--- src/sv/dcfpw_pkg.sv ---
// dcfpw_pkg: shared types and constants for the pulse-width bit decoder
// holds register indexes, reset values, the config bundle and the result bundle
// no dependencies
package dcfpw_pkg;

   localparam int unsigned CsrIndexWidth = 3;
   localparam int unsigned CsrDataWidth  = 10;

   typedef logic [CsrIndexWidth-1:0] csr_index_type;
   typedef logic [CsrDataWidth-1:0]  csr_data_type;

   localparam csr_index_type CSR_STARTUP_WAIT        = 3'd0;
   localparam csr_index_type CSR_CARRIER_STUCK_LIMIT = 3'd1;
   localparam csr_index_type CSR_MINUTE_GAP_LIMIT    = 3'd2;
   localparam csr_index_type CSR_BAD_PULSE_LIMIT     = 3'd3;
   localparam csr_index_type CSR_ONE_PULSE_LIMIT     = 3'd4;

   localparam logic [7:0] STARTUP_WAIT_RESET        = 8'd10;
   localparam logic [7:0] CARRIER_STUCK_LIMIT_RESET = 8'd50;
   localparam logic [9:0] MINUTE_GAP_LIMIT_RESET    = 10'd120;
   localparam logic [7:0] BAD_PULSE_LIMIT_RESET     = 8'd60;
   localparam logic [7:0] ONE_PULSE_LIMIT_RESET     = 8'd15;

   typedef struct packed {
      logic [7:0] startup_wait;
      logic [7:0] carrier_stuck_limit;
      logic [9:0] minute_gap_limit;
      logic [7:0] bad_pulse_limit;
      logic [7:0] one_pulse_limit;
   } cfg_type;

   typedef struct packed {
      logic       valid;
      logic       bit_valid;
      logic       bit_value;
      logic [7:0] second_index;
      logic       minute_mark;
   } result_type;

endpackage

--- src/sv/dcf77_pulse_width_bit_decoder.sv ---
// dcf77_pulse_width_bit_decoder: top level, input register, decoder core, result register
// depends on dcfpw_pkg, dcfpw_csr and dcfpw_core
//
// Usage:
//   req_ channel carries one carrier sample per transaction (valid/ready).
//   rsp_ channel carries a decoded bit and/or a minute mark; a sample that
//   decodes to nothing produces no rsp transaction at all.
//   csr_ port writes the five limit registers by index; write only while idle.
// Pipeline: a sample sits in the input register and is decoded by
//   the core on the edge that moves it into the result register, which
//   drives the rsp_ outputs; a stalled result register holds it back.
// Throughput: one sample per cycle while rsp_ready keeps the result register
//   draining; the core updates its run counters and tracking flag per sample.
// Reset: synchronous, active high; clears tracking, all counters, both
//   pipeline valids, and loads the default limits.
// Stall: while rsp_ready is low with a result held, the input register keeps
//   its sample and req_ready drops once that register is full.
module dcf77_pulse_width_bit_decoder
   import dcfpw_pkg::*;
(
   input  logic          clock,
   input  logic          reset,
   input  logic          req_valid,
   output logic          req_ready,
   input  logic          req_sample,
   output logic          rsp_valid,
   input  logic          rsp_ready,
   output logic          rsp_bit_valid,
   output logic          rsp_bit_value,
   output logic [7:0]    rsp_second_index,
   output logic          rsp_minute_mark,
   input  logic          csr_write_enable,
   input  csr_index_type csr_index,
   input  csr_data_type  csr_write_data
);

   cfg_type    cfg;
   result_type result;

   logic       in_valid_ff, in_valid_in;
   logic       in_sample_ff;
   logic       out_valid_ff, out_valid_in;
   result_type out_ff;
   logic       advance;

   dcfpw_csr u_csr (
      .clock            (clock),
      .reset            (reset),
      .csr_write_enable (csr_write_enable),
      .csr_index        (csr_index),
      .csr_write_data   (csr_write_data),
      .cfg              (cfg)
   );

   dcfpw_core u_core (
      .clock  (clock),
      .reset  (reset),
      .enable (advance),
      .sample (in_sample_ff),
      .cfg    (cfg),
      .result (result)
   );

   // the held sample moves through the core when the result register has room
   assign advance   = in_valid_ff & (~out_valid_ff | rsp_ready);
   assign req_ready = ~in_valid_ff | advance;

   always_comb begin
      in_valid_in = in_valid_ff;
      if (req_valid && req_ready) begin
         in_valid_in = 1'b1;
      end else if (advance) begin
         in_valid_in = 1'b0;
      end

      out_valid_in = out_valid_ff;
      if (advance) begin
         out_valid_in = result.valid;
      end else if (rsp_ready) begin
         out_valid_in = 1'b0;
      end
   end

   always_ff @(posedge clock) begin
      if (reset) begin
         in_valid_ff  <= 1'b0;
         out_valid_ff <= 1'b0;
      end else begin
         in_valid_ff  <= in_valid_in;
         out_valid_ff <= out_valid_in;
      end
   end

   always_ff @(posedge clock) begin
      if (req_valid && req_ready) begin
         in_sample_ff <= req_sample;
      end
      if (advance) begin
         out_ff <= result;
      end
   end

   assign rsp_valid        = out_valid_ff;
   assign rsp_bit_valid    = out_ff.bit_valid;
   assign rsp_bit_value    = out_ff.bit_value;
   assign rsp_second_index = out_ff.second_index;
   assign rsp_minute_mark  = out_ff.minute_mark;

endmodule

--- src/sv/dcfpw_csr.sv ---
// dcfpw_csr: configuration register file, write-only
// depends on dcfpw_pkg for register indexes, reset values and cfg_type
module dcfpw_csr
   import dcfpw_pkg::*;
(
   input  logic          clock,
   input  logic          reset,
   input  logic          csr_write_enable,
   input  csr_index_type csr_index,
   input  csr_data_type  csr_write_data,
   output cfg_type       cfg
);

   cfg_type cfg_ff;
   cfg_type cfg_in;

   always_comb begin
      cfg_in = cfg_ff;
      if (csr_write_enable) begin
         unique case (csr_index)
            CSR_STARTUP_WAIT:        cfg_in.startup_wait        = csr_write_data[7:0];
            CSR_CARRIER_STUCK_LIMIT: cfg_in.carrier_stuck_limit = csr_write_data[7:0];
            CSR_MINUTE_GAP_LIMIT:    cfg_in.minute_gap_limit    = csr_write_data[9:0];
            CSR_BAD_PULSE_LIMIT:     cfg_in.bad_pulse_limit     = csr_write_data[7:0];
            CSR_ONE_PULSE_LIMIT:     cfg_in.one_pulse_limit     = csr_write_data[7:0];
            default:                 cfg_in = cfg_ff;
         endcase
      end
   end

   always_ff @(posedge clock) begin
      if (reset) begin
         cfg_ff.startup_wait        <= STARTUP_WAIT_RESET;
         cfg_ff.carrier_stuck_limit <= CARRIER_STUCK_LIMIT_RESET;
         cfg_ff.minute_gap_limit    <= MINUTE_GAP_LIMIT_RESET;
         cfg_ff.bad_pulse_limit     <= BAD_PULSE_LIMIT_RESET;
         cfg_ff.one_pulse_limit     <= ONE_PULSE_LIMIT_RESET;
      end else begin
         cfg_ff <= cfg_in;
      end
   end

   assign cfg = cfg_ff;

endmodule

--- src/sv/dcfpw_core.sv ---
// dcfpw_core: tracking state, run counters and pulse classification
// depends on dcfpw_pkg for cfg_type and result_type
module dcfpw_core
   import dcfpw_pkg::*;
(
   input  logic       clock,
   input  logic       reset,
   input  logic       enable,
   input  logic       sample,
   input  cfg_type    cfg,
   output result_type result
);

   logic       tracking_ff, tracking_in;
   logic [7:0] startup_count_ff, startup_count_in;
   logic [7:0] high_run_ff, high_run_in;
   logic [9:0] low_run_ff, low_run_in;
   logic       previous_sample_ff, previous_sample_in;
   logic [7:0] second_count_ff, second_count_in;

   logic [7:0] high_run_inc;
   logic [9:0] low_run_inc;

   assign high_run_inc = high_run_ff + 8'd1;
   assign low_run_inc  = low_run_ff + 10'd1;

   always_comb begin
      tracking_in        = tracking_ff;
      startup_count_in   = startup_count_ff;
      high_run_in        = high_run_ff;
      low_run_in         = low_run_ff;
      second_count_in    = second_count_ff;
      previous_sample_in = sample;
      result             = '0;

      if (!tracking_ff) begin
         if (sample) begin
            if (startup_count_ff < cfg.startup_wait) begin
               startup_count_in = startup_count_ff + 8'd1;
            end else begin
               tracking_in = 1'b1;
            end
         end
      end else if (sample) begin
         low_run_in = '0;
         if (high_run_inc >= cfg.carrier_stuck_limit) begin
            high_run_in = '0;
            tracking_in = 1'b0;
         end else begin
            high_run_in = high_run_inc;
         end
      end else begin
         // minute clear comes before the bit, so a bit in the same tick lands at second 0
         low_run_in = low_run_inc;
         if (low_run_inc >= cfg.minute_gap_limit) begin
            low_run_in         = '0;
            second_count_in    = '0;
            result.minute_mark = 1'b1;
         end
         if (previous_sample_ff) begin
            if (high_run_ff >= cfg.bad_pulse_limit) begin
               tracking_in = 1'b0;
            end else begin
               result.bit_valid    = 1'b1;
               result.bit_value    = (high_run_ff >= cfg.one_pulse_limit);
               result.second_index = second_count_in;
               second_count_in     = second_count_in + 8'd1;
            end
            high_run_in = '0;
         end
      end

      result.valid = result.bit_valid | result.minute_mark;
   end

   always_ff @(posedge clock) begin
      if (reset) begin
         tracking_ff        <= 1'b0;
         startup_count_ff   <= '0;
         high_run_ff        <= '0;
         low_run_ff         <= '0;
         previous_sample_ff <= 1'b0;
         second_count_ff    <= '0;
      end else if (enable) begin
         tracking_ff        <= tracking_in;
         startup_count_ff   <= startup_count_in;
         high_run_ff        <= high_run_in;
         low_run_ff         <= low_run_in;
         previous_sample_ff <= previous_sample_in;
         second_count_ff    <= second_count_in;
      end
   end

endmodule

--- config.mk ---
export PLATFORM = sky130hd
export DESIGN_NAME = dcf77_pulse_width_bit_decoder
export DESIGN_NICKNAME = d
export VERILOG_FILES = /design/src/sv/dcfpw_pkg.sv /design/src/sv/dcf77_pulse_width_bit_decoder.sv /design/src/sv/dcfpw_csr.sv /design/src/sv/dcfpw_core.sv
export SDC_FILE = /design/constraint.sdc
export NUM_CORES = 1
export LEC_CHECK = 0
export BUFFER_PORTS_ARGS = -buffer_cell sky130_fd_sc_hd__buf_2
export CAP_MARGIN = 20
export CORE_MARGIN = 10
export CORE_UTILIZATION = 60
export CTS_BUF_LIST = sky130_fd_sc_hd__clkbuf_4
export CTS_CLUSTER_DIAMETER = 30
export CTS_CLUSTER_SIZE = 20
export DETAILED_ROUTE_END_ITERATION = 12
export PLACE_DENSITY_LB_ADDON = 0.2
export SETUP_SLACK_MARGIN = 0.4
export SLEW_MARGIN = 20
export SYNTH_ARGS = -nofsm -noshare
export SYNTH_HDL_FRONTEND = slang
export SYNTH_SLANG_ARGS = --single-unit
--- constraint.sdc ---
create_clock -name clock -period 6.1 [get_ports clock]
set_input_delay 1.22 -clock clock [delete_from_list [all_inputs] [get_ports clock]]
set_output_delay 1.22 -clock clock [all_outputs]
set_load 0.01 [all_outputs]
==> results.toml <==
[run_status]
status = "complete, no violations"

[logic_synthesis]
yosys.cell_types.count = 57
post-synth-top-count-cell = "dfxtp_1"
avgSynthCellArea_um2 = 8.78
synth_common_cells = "80 x dfxtp_1, 70 x nand2_1, 45 x ha_1, 43 x nor2_1, 42 x inv_1"
ys_top_cells_by_area = "dfxtp_1 33%, ha_1 12%, edfxtp_1 7.4%"
synth_area_um2 = 4890
synth_top_cell_area_share = 0.328
synth-seq-area-share = 0.401
ys_async_sr_fraction = 0
synth_edf_count = 12
synth-main-ff-cell = "dfxtp_1"
syn_nets = 621
synth_seq_cells = 92
yosys.area.top_type = "dfxtp_1"
ys_warn_count = 0
synth_cells = 557

[routing]
antenna_left = 0
routed-via-count = 4045
first_iter_violations = 186
drtPass1Iterations = 5
route.detailed.drc = 0
wire_per_inst_um = 15.8
finalWirelength_um = 10900
via_per_inst = 5.88

[timing]
fin_hold_ws_ns = 0.469
setup_violations = 0
relSlewSlack = 0.294
setup_tns_ns = 0
finalCritPeriodShare = 0.681
fin_skew_ns = 0.0168
clock.fmax_mhz = 241
setup_slack_ns = 1.94
rsz0062_at_grt = "no"
worst_pin_slew_ns = 1.05
final_hold_viol_count = 0
slew_violations = 0
min_period_ns = 4.16

[place]
pre_cts_slack_ns = 2.09
io_buffer_count = 31
gp_congestion = 0.860
dp_cells = 672
place_area_um2 = 5100
post-dp-hpwl_um = 7880

[floorplan]
fp.dieW_um = 110
die_area_um2 = 12200
num_io_pins = 32
start_util = 0.626
dieHeight_um = 110
coreArea_um2 = 7810
fp-row-count = 32

[global_route]
grt_pass1_wl_um = 18200
grt_max_degree = 77
grt_overflow = 0
grt_use_total = 0.186
grt_pass1_vias = 3915
grt_antenna_before_repair = 0

[layout]
final_cells = 688
n_antenna_cell = 0
multi_input_area_um2 = 2690
postLayoutCellArea_um2 = 5290
syn_to_final_growth_pct = 8.22
layout.nets = 645
final_util = 0.678
layout-drive-gt1-share = 0.0956
fill_cells = 656
regArea_um2 = 1960

[clock_tree]
cts_tree = "yes"
clockBufferDepth = 2
clk_latency_ns = 0.44
cts.clk_slew.worst_paths_ns = 0.15
ctsHoldBuffers = 0
cts_resized = 0
clock-sinks = 92
clock-root-buffer = "clkbuf_4"
cts_setup_buffers = 0
cts_inserted_buffers = 9
htreeDepth = 3

[run]
maxCapViolations = 0

[worst_setup_path]
r2r_slack_ns = 1.94
reg2reg_to = "u_core.second_count_ff[6]"
cp-start-kind = "flip-flop"
setup.worst_path.start = "u_core.low_run_ff[0]"
crit_end = "u_core.second_count_ff[6]"
path_max_fanout = 9
r2r_cells = 15
worstSetupPathType = "reg -> reg"
crit_required_ns = 6.47
arrival_ns = 4.53
crit_path_end_kind = "flip-flop"
r2r_start = "u_core.low_run_ff[0]"

[pwr]
total_power_mw = 1.13
p_leak_nw = 2.31
ir_worst_vdd_v = 0.000113
pwr_density_cell_nw_per_um2 = 213

[hold_path]
hold_path_class = "reg -> reg"
flip-flops by register name, indices dropped and copies added (netlist names), 8 cells and up:
name	flops
rsp_second_index	8
u_core.high_run_ff	8
u_core.low_run_ff	10
u_core.second_count_ff	8
u_core.startup_count_ff	8
u_csr.cfg	42
worst max-delay path, cell delays in order (launching register included):
cell	delay (ns)
dfxtp_1	0.44
ha_1	0.20
and3_1	0.19
and3_1	0.26
nand3_1	0.13
xnor2_1	0.25
ha_1	0.29
and2_1	0.16
a221o_1	0.41
nor2_1	0.41
and2_1	0.21
ha_1	0.17
and3_1	0.21
nand2_2	0.08
or4b_1	0.52
a31oi_1	0.18
metal layers:
metal | track usage | part of all wire | vias to the layer above
met4 | 0.0771 | 0.021 | 0
met1 | 0.245 | 0.47 | 1899
met3 | 0.0459 | 0.058 | 21
met5 | 0 | 0 | -
met2 | 0.284 | 0.45 | 107
li1 | - | - | 2018
worst min path at each step:
stage,from,end,slack (ns),depth (start not counted)
floorplan,u_csr.cfg[14],u_csr.cfg[14],0.44,2
global placement,u_csr.cfg[39],u_csr.cfg[39],0.44,2
detailed placement,u_csr.cfg[4],u_csr.cfg[4],0.45,2
CTS,u_csr.cfg[7],u_csr.cfg[7],0.47,2
global route,u_csr.cfg[38],u_csr.cfg[38],0.49,2
finish,u_csr.cfg[15],u_csr.cfg[15],0.47,2
cells by family after synthesis:
| group | synth area share |
|---|---|
| AO/OA/AOI/OAI | 0.159 |
| XOR/XNOR | 0.0269 |
| flip-flops | 0.401 |
| multiplexers | 0.0287 |
| buffers and inverters | 0.0486 |
| AND/OR/NAND/NOR | 0.220 |
| adder cells (fa/ha/maj) | 0.115 |
cells in the final DEF, fill, tap and decap left out, types with 3 or more instances in the layout:
cell type / synthesis / routed
ha_1: 45 / 45
nor2b_1: 4 / 4
bufinv_16: 0 / 3
o21a_1: 3 / 3
nor3_1: 5 / 5
or3_1: 4 / 4
o21ai_0: 13 / 13
a211oi_1: 7 / 7
buf_2: 1 / 31
a21oi_1: 40 / 40
xnor2_1: 6 / 6
or4_1: 5 / 5
a32o_1: 5 / 5
clkbuf_4: 0 / 9
and3_1: 9 / 9
nand2b_1: 12 / 12
nor2_1: 43 / 43
o211ai_1: 5 / 5
a31oi_1: 4 / 4
xor2_1: 9 / 9
and2_1: 16 / 16
or2_2: 3 / 3
nand4_1: 6 / 6
nand3b_1: 9 / 9
nand2_1: 70 / 70
a22oi_1: 7 / 7
a21o_1: 7 / 7
a211o_1: 10 / 10
mux2i_1: 14 / 14
edfxtp_1: 12 / 12
nand3_1: 15 / 15
dfxtp_1: 80 / 80
inv_1: 42 / 42
report_power, final:
part | total [mW] | switching [mW] | leakage [nW] | internal (mW)
registers | 0.633 | 0.00794 | 0.773 | 0.625
logic | 0.0677 | 0.0433 | 1.44 | 0.0244
clock network | 0.426 | 0.216 | 0.0967 | 0.210
layout make-up:
type	count	share of cell area
inverter	42	0.0298
timing repair buffer	32	0.0307
clock inverter	7	0.0234
clock buffer	9	0.0128
multi-input combinational	404	0.508
tap	102	0.0241
sequential	92	0.371
Note: power is estimated with default switching activity, not from simulation.
